### src/rtl/core/ctb_pkg.sv
// -----------------------------------------------------------------------------
// ctb_pkg
// Types and constants of the countdown timer bank.
// -----------------------------------------------------------------------------
package ctb_pkg;

	localparam int unsigned OP_W    = 2;
	localparam int unsigned SLOT_W  = 4;
	localparam int unsigned LEN_W   = 20;
	localparam int unsigned TICK_W  = 20;
	localparam int unsigned REM_W   = 30;
	localparam int unsigned KIND_W  = 2;

	// Highest number of slots a 4-bit slot field can reach
	localparam int unsigned SLOTS_MAX = 16;

	localparam logic [9:0]        US_PER_MS  = 10'd1000;
	localparam logic [TICK_W-1:0] TICK_RESET = 20'd1000;

	// Request operations
	localparam logic [OP_W-1:0] OP_TICK  = 2'd0;
	localparam logic [OP_W-1:0] OP_START = 2'd1;
	localparam logic [OP_W-1:0] OP_STOP  = 2'd2;

	// Result kinds
	localparam logic [KIND_W-1:0] KIND_ACK     = 2'd0;
	localparam logic [KIND_W-1:0] KIND_EXPIRED = 2'd1;
	localparam logic [KIND_W-1:0] KIND_QUIET   = 2'd2;

	// Controller to datapath commands
	typedef struct packed {
		logic accept;
		logic step;
		logic flush;
	} ctb_cmd_t;

	// Datapath to controller status
	typedef struct packed {
		logic is_tick;
		logic out_free;
		logic cur_hit;
		logic pend_valid;
		logic scan_last;
	} ctb_stat_t;

endpackage

### src/rtl/core/countdown_timer_bank_core.sv
// -----------------------------------------------------------------------------
// countdown_timer_bank_core
// Bank of one-shot countdown timers driven by start, stop and tick requests.
// -----------------------------------------------------------------------------
// Usage:
//  - Requests arrive on in_valid/in_ready with op, slot and length_ms.
//    Start loads a slot with length_ms * 1000 us and arms it; stop disarms it.
//    Tick walks all slots in index order, subtracting the tick length from
//    each armed slot or expiring it when its time is used up.
//  - Results leave on out_valid/out_ready: one acknowledge per start or stop,
//    one expiry per expired slot on a tick (last on the final one), or a
//    single quiet result when a tick expires nothing.
//  - Start and stop are answered from the result register in the next cycle.
//  - A tick visits min(NUM_TIMERS, 16) slots in turn, then closes the result;
//    the scan counter over the slot registers walks them.
//  - The tick length is written on cfg_valid/cfg_ready, which is always ready.
//  - Reset disarms every slot and sets the tick length to 1000 us.
//  - A stalled receiver holds the result register; the scan waits on it and
//    no new request is taken until the result register is free.
// -----------------------------------------------------------------------------
module countdown_timer_bank_core import ctb_pkg::*; #(
	parameter int unsigned NUM_TIMERS = 16
) (
	input  logic              clk,
	input  logic              arst_n,
	input  logic              cfg_valid,
	output logic              cfg_ready,
	input  logic [TICK_W-1:0] cfg_data,
	input  logic              in_valid,
	output logic              in_ready,
	input  logic [OP_W-1:0]   op,
	input  logic [SLOT_W-1:0] slot,
	input  logic [LEN_W-1:0]  length_ms,
	output logic              out_valid,
	input  logic              out_ready,
	output logic [KIND_W-1:0] kind,
	output logic [SLOT_W-1:0] expired_slot,
	output logic              last
);

	ctb_cmd_t  cmd;
	ctb_stat_t stat;

	// Tick length register takes every write
	assign cfg_ready = 1'b1;

	ctb_ctrl u_ctrl (
		.clk      (clk),
		.arst_n   (arst_n),
		.in_valid (in_valid),
		.in_ready (in_ready),
		.stat     (stat),
		.cmd      (cmd)
	);

	ctb_dp #(
		.NUM_TIMERS (NUM_TIMERS)
	) u_dp (
		.clk          (clk),
		.arst_n       (arst_n),
		.cfg_valid    (cfg_valid),
		.cfg_data     (cfg_data),
		.op           (op),
		.slot         (slot),
		.length_ms    (length_ms),
		.out_ready    (out_ready),
		.cmd          (cmd),
		.stat         (stat),
		.out_valid    (out_valid),
		.kind         (kind),
		.expired_slot (expired_slot),
		.last         (last)
	);

endmodule

### src/rtl/core/ctb_ctrl.sv
// -----------------------------------------------------------------------------
// ctb_ctrl
// Sequencer of the timer bank: accepts requests and walks the slots on a tick.
// -----------------------------------------------------------------------------
module ctb_ctrl import ctb_pkg::*; (
	input  logic      clk,
	input  logic      arst_n,
	input  logic      in_valid,
	output logic      in_ready,
	input  ctb_stat_t stat,
	output ctb_cmd_t  cmd
);

	typedef enum logic [1:0] {
		ST_IDLE,
		ST_SCAN,
		ST_FLUSH
	} state_t;

	state_t state_q;

	// Take a request only when idle and the result register can take its answer
	assign in_ready = (state_q == ST_IDLE) && stat.out_free;

	// Stall a step only when an expiry must push out the one held back
	always_comb begin
		cmd.accept = in_valid && in_ready;
		cmd.step   = (state_q == ST_SCAN) &&
		             (!(stat.cur_hit && stat.pend_valid) || stat.out_free);
		cmd.flush  = (state_q == ST_FLUSH) && stat.out_free;
	end

	// Hold state
	always_ff @(posedge clk or negedge arst_n) begin
		if (!arst_n) begin
			state_q <= ST_IDLE;
		end else begin
			unique case (state_q)
				ST_IDLE: begin
					if (cmd.accept && stat.is_tick) state_q <= ST_SCAN;
				end
				ST_SCAN: begin
					if (cmd.step && stat.scan_last) state_q <= ST_FLUSH;
				end
				ST_FLUSH: begin
					if (cmd.flush) state_q <= ST_IDLE;
				end
				default: begin
					state_q <= ST_IDLE;
				end
			endcase
		end
	end

endmodule

### src/rtl/core/ctb_dp.sv
// -----------------------------------------------------------------------------
// ctb_dp
// Datapath of the timer bank: slot registers, tick length, scan counter,
// held-back expiry and the result register.
// -----------------------------------------------------------------------------
module ctb_dp import ctb_pkg::*; #(
	parameter int unsigned NUM_TIMERS = 16
) (
	input  logic              clk,
	input  logic              arst_n,
	input  logic              cfg_valid,
	input  logic [TICK_W-1:0] cfg_data,
	input  logic [OP_W-1:0]   op,
	input  logic [SLOT_W-1:0] slot,
	input  logic [LEN_W-1:0]  length_ms,
	input  logic              out_ready,
	input  ctb_cmd_t          cmd,
	output ctb_stat_t         stat,
	output logic              out_valid,
	output logic [KIND_W-1:0] kind,
	output logic [SLOT_W-1:0] expired_slot,
	output logic              last
);

	localparam int unsigned DEPTH = (NUM_TIMERS < SLOTS_MAX) ? NUM_TIMERS : SLOTS_MAX;
	localparam int unsigned CNT_W = (DEPTH > 1) ? $clog2(DEPTH) : 1;

	logic [TICK_W-1:0] tick_len_q;
	logic [REM_W-1:0]  rem_q [DEPTH];
	logic [DEPTH-1:0]  act_q;
	logic [CNT_W-1:0]  cnt_q;
	logic              pend_valid_q;
	logic [CNT_W-1:0]  pend_slot_q;
	logic              out_valid_q;
	logic [KIND_W-1:0] kind_q;
	logic [SLOT_W-1:0] exp_slot_q;
	logic              last_q;

	logic [CNT_W-1:0] slot_idx;
	logic             slot_ok;
	logic [REM_W-1:0] load_us;
	logic [REM_W-1:0] tick_ext;
	logic [REM_W-1:0] cur_rem;
	logic             cur_act;
	logic             cur_exp;

	// Decode the addressed slot; slots past the bank are acknowledged only
	assign slot_idx = slot[CNT_W-1:0];
	assign slot_ok  = 32'(slot) < DEPTH;

	// Convert milliseconds to microseconds
	assign load_us = REM_W'(length_ms) * REM_W'(US_PER_MS);

	// Look at the slot under the scan counter
	assign tick_ext = REM_W'(tick_len_q);
	assign cur_rem  = rem_q[cnt_q];
	assign cur_act  = act_q[cnt_q];
	assign cur_exp  = !(cur_rem > tick_ext);

	always_comb begin
		stat.is_tick    = (op == OP_TICK);
		stat.out_free   = !out_valid_q || out_ready;
		stat.cur_hit    = cur_act && cur_exp;
		stat.pend_valid = pend_valid_q;
		stat.scan_last  = (cnt_q == CNT_W'(DEPTH - 1));
	end

	// Control registers: tick length, active flags, scan and result valid
	always_ff @(posedge clk or negedge arst_n) begin
		if (!arst_n) begin
			tick_len_q   <= TICK_RESET;
			act_q        <= '0;
			cnt_q        <= '0;
			pend_valid_q <= 1'b0;
			out_valid_q  <= 1'b0;
		end else begin
			if (cfg_valid) tick_len_q <= cfg_data;

			// Drop the result once taken
			if (out_valid_q && out_ready) out_valid_q <= 1'b0;

			if (cmd.accept) begin
				if (op == OP_TICK) begin
					cnt_q        <= '0;
					pend_valid_q <= 1'b0;
				end else begin
					out_valid_q <= 1'b1;
					if (slot_ok && (op == OP_START)) act_q[slot_idx] <= 1'b1;
					if (slot_ok && (op == OP_STOP))  act_q[slot_idx] <= 1'b0;
				end
			end

			// Advance the scan; an expiry replaces the held-back one
			if (cmd.step) begin
				if (cur_act && cur_exp) begin
					act_q[cnt_q] <= 1'b0;
					pend_valid_q <= 1'b1;
					if (pend_valid_q) out_valid_q <= 1'b1;
				end
				if (!stat.scan_last) cnt_q <= cnt_q + 1'b1;
			end

			if (cmd.flush) begin
				out_valid_q  <= 1'b1;
				pend_valid_q <= 1'b0;
			end
		end
	end

	// Payload registers: slot times, held-back slot, result fields
	always_ff @(posedge clk) begin
		if (cmd.accept && (op != OP_TICK)) begin
			kind_q     <= KIND_ACK;
			exp_slot_q <= '0;
			last_q     <= 1'b1;
			if (slot_ok && (op == OP_START)) rem_q[slot_idx] <= load_us;
		end

		if (cmd.step) begin
			if (cur_act) begin
				if (cur_exp) begin
					rem_q[cnt_q] <= '0;
				end else begin
					rem_q[cnt_q] <= cur_rem - tick_ext;
				end
			end
			if (cur_act && cur_exp) begin
				pend_slot_q <= cnt_q;
				if (pend_valid_q) begin
					kind_q     <= KIND_EXPIRED;
					exp_slot_q <= SLOT_W'(pend_slot_q);
					last_q     <= 1'b0;
				end
			end
		end

		// Close the tick: final expiry, or a quiet tick
		if (cmd.flush) begin
			last_q <= 1'b1;
			if (pend_valid_q) begin
				kind_q     <= KIND_EXPIRED;
				exp_slot_q <= SLOT_W'(pend_slot_q);
			end else begin
				kind_q     <= KIND_QUIET;
				exp_slot_q <= '0;
			end
		end
	end

	assign out_valid    = out_valid_q;
	assign kind         = kind_q;
	assign expired_slot = exp_slot_q;
	assign last         = last_q;

endmodule

### config.mk
export PLATFORM = sky130hd
export DESIGN_NAME = countdown_timer_bank_core
export DESIGN_NICKNAME = d
export VERILOG_FILES = /design/src/rtl/core/ctb_pkg.sv /design/src/rtl/core/countdown_timer_bank_core.sv /design/src/rtl/core/ctb_ctrl.sv /design/src/rtl/core/ctb_dp.sv
export SDC_FILE = /design/constraint.sdc
export NUM_CORES = 1
export LEC_CHECK = 0
export ABC_AREA = 1
export ABC_CLOCK_PERIOD_IN_PS = 6260
export BUFFER_PORTS_ARGS = -buffer_cell sky130_fd_sc_hd__buf_2
export CORE_ASPECT_RATIO = 0.8
export CORE_UTILIZATION = 50
export CTS_CLUSTER_DIAMETER = 30
export DETAILED_ROUTE_END_ITERATION = 6
export GPL_ROUTABILITY_DRIVEN = 0
export GPL_TIMING_DRIVEN = 0
export PLACE_DENSITY_LB_ADDON = 0.2
export SLEW_MARGIN = 20
export SYNTH_ARGS = -nofsm -noshare
export SYNTH_HDL_FRONTEND = slang
export SYNTH_SLANG_ARGS = --single-unit
### constraint.sdc
create_clock -name clk -period 6.26 [get_ports clk]
set_input_delay 0.626 -clock clk [delete_from_list [all_inputs] [get_ports clk]]
set_output_delay 0.626 -clock clk [all_outputs]
set_load 0.01 [all_outputs]
# Word level (Yosys, flattened, before mapping)
# Memories as Yosys holds them, arrays and structs flattened.
# Index checks and enable logic that the tools add are counted.
# totals
out_inout_bits	10
regBits	55
ram_bits	480
wordCells	121
input_bits	51
n_memories	1
# op_classes
addsub	2
n_mul	1
n_bitwise	6
order_cmp	5
muxes	65
eq_ne	8
n_reduce_logical	23
# mem_list
memory	words	word_bits	read_ports	rd_ports_with_merged_regs	wr	line_no	rtl
u_dp.rem_q	16	30	1	0	1	ctb_dp.sv:29	logic [REM_W-1:0] rem_q [DEPTH];
# op_table
operator	n
2-to-1 mux 16 bit	8
2-to-1 mux 30 bit	2
2-to-1 mux 4 bit	11
AND 16 bit	2
NOT 16 bit	2
2-to-1 mux 1 bit	31
> comparator 30 x 20 -> 1 bit	1
OR reduction 30 bit	1
subtractor 30 x 20 -> 30 bit	1
multiplier 20 x 7 -> 27 bit (second input constant)	1
2-to-1 mux 2 bit	9
bitwise OR 16 bit	1
logical AND 1 bit	12
less-than comparator 4 x 5 -> 1 bit (second input constant)	2
demux 1 bit (select 4 bit)	2
greater-or-equal comparator 4 x 1 -> 1 bit (second input constant)	2
inequality test 2 bit (second input constant)	3
one-hot mux 2 bit (3 select lines)	1
adder 4 x 1 -> 4 bit (second input constant)	1
binary-select mux 1 bit (select 4 bit)	1
== test 2 x 1 -> 1 bit (second input constant)	2
== test 2 bit (second input constant)	2
== test 4 bit (second input constant)	1
logical NOT 2 bit	2
other kinds (6)	9

# Longest topological paths before layout
# Gate-level depths: netlist of run 1.
# logic_depth
word_depth	15
ltp_mapped	30
ltp_nobuf	25

# By module
# A second synthesis of run 1 with hierarchy kept.
# hier_totals
hier_cells	3750
area_unflattened_um2	31976.9
# modules_own_cells
mod	area_per_inst_um2	seq_area_each_um2	n_inst	cells_each
ctb_dp	31826.8	15732.6	1	3729
ctb_ctrl	138.9	50.0	1	19
countdown_timer_bank_core	11.3	0.0	1	2

# Worst setup path after synthesis of run 1
# No wires, ideal clock.
# synth_path
path_type	register -> register
startpoint	reg u_dp.cnt_q[0]
endpoint	mem u_dp.rem_q[10][0], enable pin
period_less_slack_ps	5920
required_ps	5843
path_buffers	6
slack_ps	340
arrival_time_ps	5503
setup_time_ps	417
path_stages_with_launch	31
path_cell_list	dfrtp_1 buf_6 buf_6 buf_4 clkbuf_1 clkbuf_1 o21ai_0 o22ai_1 a22o_1 a221oi_1 ha_1 inv_1 fa_1 nand2_1 nand2_1 o21ai_0 o21ai_0 nand2_1 nand2_1 nand2_1 nor2_1 nor2_2 nand2_1 nand2_1 nand4_4 nand2_4 buf_6 nand2_1 o21ai_1 nand2_1 nor2_1
# synth_via
elab_chain_len	13
word_cells_on_any_way	22
cone_classes	order compare (1); mux (12); bitwise (1); reduce/logical (7); memory (1)
# synth_rtl
element	line_no	rtl
start, declared	ctb_dp.sv:31	logic [CNT_W-1:0] cnt_q;
start signal, assigned	ctb_dp.sv:100	if (!stat.scan_last) cnt_q <= cnt_q + 1'b1;
memory (16 x 30 bit)	n/a	
> comparator 30 x 20 -> 1 bit	ctb_dp.sv:58	assign cur_exp = !(cur_rem > tick_ext);
logical NOT 1 bit	ctb_dp.sv:58	
logical AND 1 bit	ctb_dp.sv:63	stat.cur_hit = cur_act && cur_exp;
logical AND 1 bit	ctb_ctrl.sv:29	(!(stat.cur_hit && stat.pend_valid) || stat.out_free);
logical NOT 1 bit	ctb_ctrl.sv:29	
logical OR 1 bit	ctb_ctrl.sv:29	
logical AND 1 bit	ctb_ctrl.sv:28	cmd.step = (state_q == ST_SCAN) &&
2-to-1 mux 1 bit	ctb_dp.sv:119	if (cmd.step) begin
2-to-1 mux 1 bit (on tied branches)	ctb_dp.sv:122, ctb_dp.sv:124	
bitwise OR 1 bit (no source line)	n/a	
OR reduction 30 bit (no source line)	n/a	
2-to-1 mux 4 bit (no source line) or 2-to-1 mux 1 bit (tied branches)	n/a	
end, declared	ctb_dp.sv:29	
# Parallel ways exist; a longest one is shown, timed or not. The select of a mux whose other input is x is not followed.

# Final worst setup path of run 1
# layout_path
startpoint	reg u_dp.cnt_q[2]
endpoint	mem u_dp.rem_q[14][8], enable pin
# The elaborated chain is that of the path after synthesis.

==> results.yml, run 1 <==
global_route:
  gr-usage-met1_pct: 42.74
  grt_start_max_net_pins: 45
  globalRouteOverflowTotal: 0
  grtUsageMet2_pct: 46.06
  top_usage_layer: "met2"
  grt_pass1_vias: 19964
  met3_usage_pct: 8.212
  grt_pass1_wl_um: 122100
  antenna_found_initial: 2
  grt.total_usage_pct: 30.43
worst_setup_path:
  cpPeakStageDelay_ps: 780
  ff2ff_path_depth: 22
  cp_top_family: "simple AND/OR/NAND/NOR gates"
  worstPathCellList: "buf_2 > nor2_2 > clkbuf_1 > clkbuf_1 > nand2_1 > nand4_1 > ha_1 > a21oi_1 > o21ai_0 > nand2_1 > nand4_1 > nor2_2 > nand2_1 > nand2_2 > nand4_4 > nand2_4 > buf_6 > nand2_1 > nand2_1 > nand3_2 > nor2_4 > buf_12"
  cp.depth: 22
  cp-start-kind: "flip-flop"
  reg2reg_slack_ps: 130
  crit_top_cell: "nand2_1"
  crit_fanout: 20
  critPathRequiredTime_ps: 6580
  r2r-start: "u_dp.cnt_q[2]"
  path_class: "reg -> reg"
  critPathSlowestCell: "clkbuf_1"
  worstPathArrival_ps: 6450
  end_kind: "flip-flop"
  crit_buf_inv: 5
  worstReg2RegEnd: "u_dp.rem_q[14][8]"
logic_synthesis:
  post_synth_xor_area_fraction_pct: 1.476
  ys_ff_latch: 535
  synthCells: 2568
  ys_warn_count: 0
  synth_area_leaders: "edfxtp_1, nand2_1, fa_1"
  syn_area_um2: 26700
  synth_nets: 2776
  async_flop_share_pct: 8.224
  synth-edff-count: 484
  synth_most_common_cell: "nand2_1"
  synth_top_area_share_pct: 54.43
  yosysTopAreaCell: "edfxtp_1"
  synthFlopType: "edfxtp_1"
  synthSimpleGateAreaFrac_pct: 14.30
  seq_area_frac_synth_pct: 59.10
  avgSynthCellArea_um2: 10.40
  ys_types: 47
  synth_top_family_by_area: "simple AND/OR/NAND/NOR gates"
  synth_common_cells: "nand2_1, edfxtp_1, inv_1"
  muxShareOfSynthArea_pct: 0.04217
  synth_compound_area_share_pct: 9.601
  synthAdderAreaFrac_pct: 9.352
cts:
  cts_buffer_depth: 3
  cts_max_level: 3
  clk_pin_slew_ps: 50
  cts_buffers: 94
  tritoncts: "done"
  hold_buffers: 0
  cts.sinks: 535
  clk_latency_ps: 650
  cts_root_buf: "clkbuf_16"
die:
  boundaryPins: 61
  die_width_um: 260.4
  core_um2: 52550
  die_h_um: 208.7
  row_count: 75
  start_util_pct: 50.81
  dieArea_um2: 54340
routing:
  final_antenna_net_count: 0
  vias: 20661
  route.detailed.drc: 0
  drt-pass1-iter-count: 6
  viasPerCell: 5.820
  drt-initial-drc-count: 2739
  wl_per_cell_um: 23.00
  drt-total-wl_um: 81640
timing:
  clock.fmax_mhz: 163.2
  period_share_pct: 97.90
  whs_ps: 30.72
  period_needed_ps: 6128
  maxSlewViolCount: 0
  max_slew_margin_pct: 36.10
  clock_skew_ps: 42.92
  setup_viol: 0
  hold_violations: 0
  tightest_slew_ps: 958.5
finish:
  fillers: 4184
  stdcell_area_um2: 32140
  area_growth_pct: 20.36
  nNetsFinal: 2987
  drive_gt1_share_pct: 14.54
run:
  maxCapViolCount: 0
outcome:
  status: "finished, final reports clean"
placement:
  hpwl_um: 55710
  place_area_um2: 28540
  io_buffers: 58
hold_path:
  min_path_type: "in -> async"
layout make-up:
class	instances	area (um^2)	share of cell area, %
inverters	297	1115	3.469
well taps	693	867.1	2.698
repair buffers	120	1075	3.344
clock inverters	53	485.5	1.510
clock buffers	119	2590	8.058
diodes	2	5.005	0.01557
multi-input cells	1625	9676	30.10
flip-flops and latches	535	15780	49.10
plain buffers	106	545.5	1.697
state kept, by name (all words and copies together), names as in the netlist:
register	cells
u_dp.cnt_q	4
u_dp.rem_q	480
u_dp.out_valid	1
u_dp.tick_len_q	20
u_dp.pend_slot_q	4
u_dp.expired_slot	4
u_dp.last	1
u_dp.kind	2
u_ctrl.state_q	2
u_dp.act_q	16
u_dp.pend_valid_q	1
what timing repair did:
item / CTS / global route
buffers inserted: 37 / 0
gates resized for setup: 25 / 58
pin swaps: 15 / 1
setup endpoints to repair: 960 / 908
cell families (layout without fill, tap and decap cells):
| kind of cell | after synthesis | in the layout |
|---|---|---|
| and+or+nand+nor | 950 | 950 |
| DFF | 535 | 535 |
| AOI/OAI and AO/OA | 471 | 471 |
| buffers and inverters | 408 | 695 |
| adders and majority gates | 157 | 157 |
| xor gates and xnor gates | 45 | 45 |
| other | 1 | 3 |
| muxes | 1 | 1 |
per-stage QoR:
step / TNS (ps) / setup WS, ps / util (%) / std cells
2_1_floorplan: 0 / 339.6 / - / 2568
3_3_place_gp: -1835240 / -3280 / 53.02 / 3319
3_5_place_dp: -651010 / -1032 / 54.32 / 3344
4_1_cts: 0 / 34.43 / 60.85 / 3550
5_1_grt: -415.0 / -22.24 / 61.16 / 3550
6_report: 0 / 131.6 / 61.16 / 3550
placed cells by master, fill, tap and decap left out, drive strengths merged, types with 17 or more instances in the layout:
master and n:
a21oi 71, a31oi 20, buf 159, clkbuf 186, clkinv 39, dfrtp 38, edfxtp 484, fa 71
ha 86, inv 298, nand2 543, nand3 71, nand4 33, nor2 287, o21ai 259, o22ai 107
xnor2 28, xor2 17
worst register-to-register path, cell delays in order (launching register included):
cell and delay (ps):
dfrtp_1 370, buf_2 170, nor2_2 580, clkbuf_1 600, clkbuf_1 780, nand2_1 140
nand4_1 200, ha_1 320, a21oi_1 210, o21ai_0 140, nand2_1 80, nand4_1 110
nor2_2 210, nand2_1 130, nand2_2 150, nand4_4 180, nand2_4 160, buf_6 210
nand2_1 90, nand2_1 160, nand3_2 240, nor2_4 310, buf_12 250
worst max path at each step:
| stage | startpoint | to | slack, ps |
|---|---|---|---|
| 6_report | u_dp.cnt_q[2] | u_dp.rem_q[14][8] | 130 |
| 3_3_place_gp | u_dp.cnt_q[0] | u_dp.rem_q[11][16] | -3280 |
| 3_5_place_dp | u_dp.cnt_q[0] | u_dp.rem_q[2][15] | -1030 |
| 2_1_floorplan | u_dp.cnt_q[0] | u_dp.rem_q[10][0] | 340 |
| 4_1_cts | u_dp.cnt_q[0] | u_dp.rem_q[0][22] | 30 |
| 5_1_grt | u_dp.cnt_q[0] | u_dp.rem_q[11][17] | -20 |
layer usage:
metal,share of wire (%),vias up
met1,41,10042
met5,0,-
met2,44,1193
met4,3.5,0
li1,-,9204
met3,12,222
Power of run 1 is left out: the tool's default activity adds up to more than one toggle a clock period on the data nets, which glitch-free logic cannot reach.
==> inputs of run 2 (changes only) <==
ABC_AREA = 0   (was 1)
==> results.yml, run 2 <==
outcome:
  status: "finished, final reports clean"
logic_synthesis:
  synth_most_common_cell: "edfxtp_1"
  synth_area_leaders: "edfxtp_1, mux4_2, fa_1"
  synth_common_cells: "edfxtp_1, inv_1, mux4_2"
  synth-edff-count: 484
  yosysTopAreaCell: "edfxtp_1"
  syn_area_um2: 25740
  seq_area_frac_synth_pct: 61.31
  synth_nets: 1785
  avgSynthCellArea_um2: 16.32
  ys_ff_latch: 535
  synthFlopType: "edfxtp_1"
  ys_warn_count: 0
  async_flop_share_pct: 8.224
  synthCells: 1577
  ys_types: 72
  synth_top_area_share_pct: 56.46
timing:
  clock_skew_ps: 21.34
  period_needed_ps: 6051
  hold_violations: 0
  max_slew_margin_pct: 36.00
  setup_viol: 0
  clock.fmax_mhz: 165.3
  setup_ws_ps: 209.4
  maxSlewViolCount: 0
  tightest_slew_ps: 960.0
  rsz0062_at_grt: "no"
  whs_ps: 10.39
  period_share_pct: 96.66
finish:
  reg_top3: "u_dp.rem_q: 480 flops, u_dp.tick_len_q: 20 flops, u_dp.act_q: 16 flops"
  nNetsFinal: 2003
  area_growth_pct: 23.80
  final_common_cell: "edfxtp_1"
  drive_gt1_share_pct: 28.86
  largest_reg_flops: 480
  stdcell_area_um2: 31870
  top_register: "u_dp.rem_q"
  layout_common_cells: "edfxtp_1, inv_1, mux4_2"
  fillers: 3491
worst_setup_path:
  critPathSlowestCell: "a211oi_1"
  worstPathCellList: "buf_6 > buf_12 > buf_6 > clkbuf_4 > mux4_2 > mux4_2 > ha_1 > nor2b_1 > o31ai_1 > a2111oi_1 > o21ai_0 > a31oi_1 > a211oi_1 > nand2_1 > xnor2_1 > o22ai_4"
  path_class: "reg -> reg"
  reg2reg_slack_ps: 210
  end_kind: "flip-flop"
  critPathRequiredTime_ps: 6600
  worstPathArrival_ps: 6390
  crit_fanout: 19
  crit_buf_inv: 4
  cp_top_family: "compound AO/OA/AOI/OAI gates"
  cpPeakStageDelay_ps: 600
  cp-start-kind: "flip-flop"
hold_path:
  min_path_type: "in -> async"
routing:
  viasPerCell: 6.083
  drt-pass1-iter-count: 6
  final_antenna_net_count: 0
  wl_per_cell_um: 25.99
  drt-total-wl_um: 66370
  vias: 15537
  route.detailed.drc: 0
  drt-initial-drc-count: 1562
global_route:
  grt_pass1_wl_um: 99040
  grt.total_usage_pct: 26.09
  grt_pass1_vias: 15806
  grt_start_max_net_pins: 45
  antenna_found_initial: 0
  globalRouteOverflowTotal: 0
cts:
  clk_pin_slew_ps: 50
  cts.sinks: 535
  cts_buffer_depth: 3
  clk_latency_ps: 630
  cts_max_level: 3
  tritoncts: "done"
  hold_buffers: 0
  cts_buffers: 96
  cts_root_buf: "clkbuf_16"
placement:
  place_area_um2: 27950
  io_buffers: 58
  hpwl_um: 46000
  pre_cts_slack_ps: -1932
die:
  row_count: 73
  die_h_um: 205.0
  core_um2: 50240
  dieArea_um2: 52400
  start_util_pct: 51.25
  boundaryPins: 61
  die_width_um: 255.7
run:
  maxCapViolCount: 0
==> run 2: changes by cell type in the layout (fill, tap and decap cells not counted), sizes merged, moves of 28 or more <==
cell	change
inv	-133
nor2	-257
mux4	+146
nand3	-58
o22ai	-73
a21o	+28
clkbuf	-55
o21ai	-183
nand2	-466
==> run 2: layout make-up <==
class / instances / area, um^2 / share of cell area [%]
multi-input combinational: 836 / 9584 / 30.07
timing repair buffer: 122 / 1459 / 4.578
clock inverter: 78 / 805.8 / 2.528
inverter: 148 / 555.5 / 1.743
sequential: 535 / 15790 / 49.53
tap: 675 / 844.6 / 2.650
buffer: 56 / 382.9 / 1.201
clock buffer: 103 / 2450 / 7.687
antenna: 1 / 2.502 / 0.007852
==> run 2: layer usage <==
layer	routed length [um]	track usage, %
met1	27910	37.08
met2	30490	40.28
met3	6021	5.902
met4	1950	8.319
met5	0	0
==> run 2: path summary, 6_finish.rpt <==
kind                                      from                    to  depth (start not counted)
max in group asynchronous               arst_n         u_dp.cnt_q[1]                          1
setup / recovery                 u_dp.cnt_q[0]     u_dp.rem_q[9][23]                         16
min in group clk                  cfg_data[12]   u_dp.tick_len_q[12]                          3
hold / removal                          arst_n        u_dp.act_q[12]                          1
hold reg to reg            u_dp.pend_slot_q[1]  u_dp.expired_slot[1]                          1
setup reg to reg                 u_dp.cnt_q[0]     u_dp.rem_q[9][23]                         16
==> run 2: what timing repair did <==
item | CTS | global route
gates resized for setup | 69 | 25
endpoints found under the setup margin | 994 | 893
buffers inserted | 26 | 3
pin swaps | 17 | 0
==> run 2: kinds of logic after synthesis <==
group	count (synthesis)	synth area share (%)
AND/OR/NAND/NOR	207	4.024
other	1	0.01457
adder cells (fa/ha/maj)	157	9.701
flip-flops	535	61.31
multiplexers	151	13.04
XOR/XNOR	47	1.599
AO/OA/AOI/OAI	273	6.911
buffers and inverters	206	3.402
==> run 2: metrics by stage <==
step / instances / utilization, % / TNS, ps
after detailed placement: 2345 / 55.64 / -1474310
after global placement: 2310 / 53.58 / -2493110
after global routing: 2553 / 63.43 / 0
final: 2554 / 63.44 / 0
after CTS: 2550 / 63.17 / 0
after floorplan: 1577 / - / -159290
==> run 2: worst reg2reg max path, stage by stage (launching register included) <==
cell and delay [ps]:
dfrtp_2 520, buf_6 240, buf_12 250, buf_6 220
clkbuf_4 330, mux4_2 590, mux4_2 540, ha_1 300
nor2b_1 140, o31ai_1 370, a2111oi_1 220, o21ai_0 340
a31oi_1 300, a211oi_1 610, nand2_1 140, xnor2_1 190
o22ai_4 470
Power of run 2 is left out for the same reason.
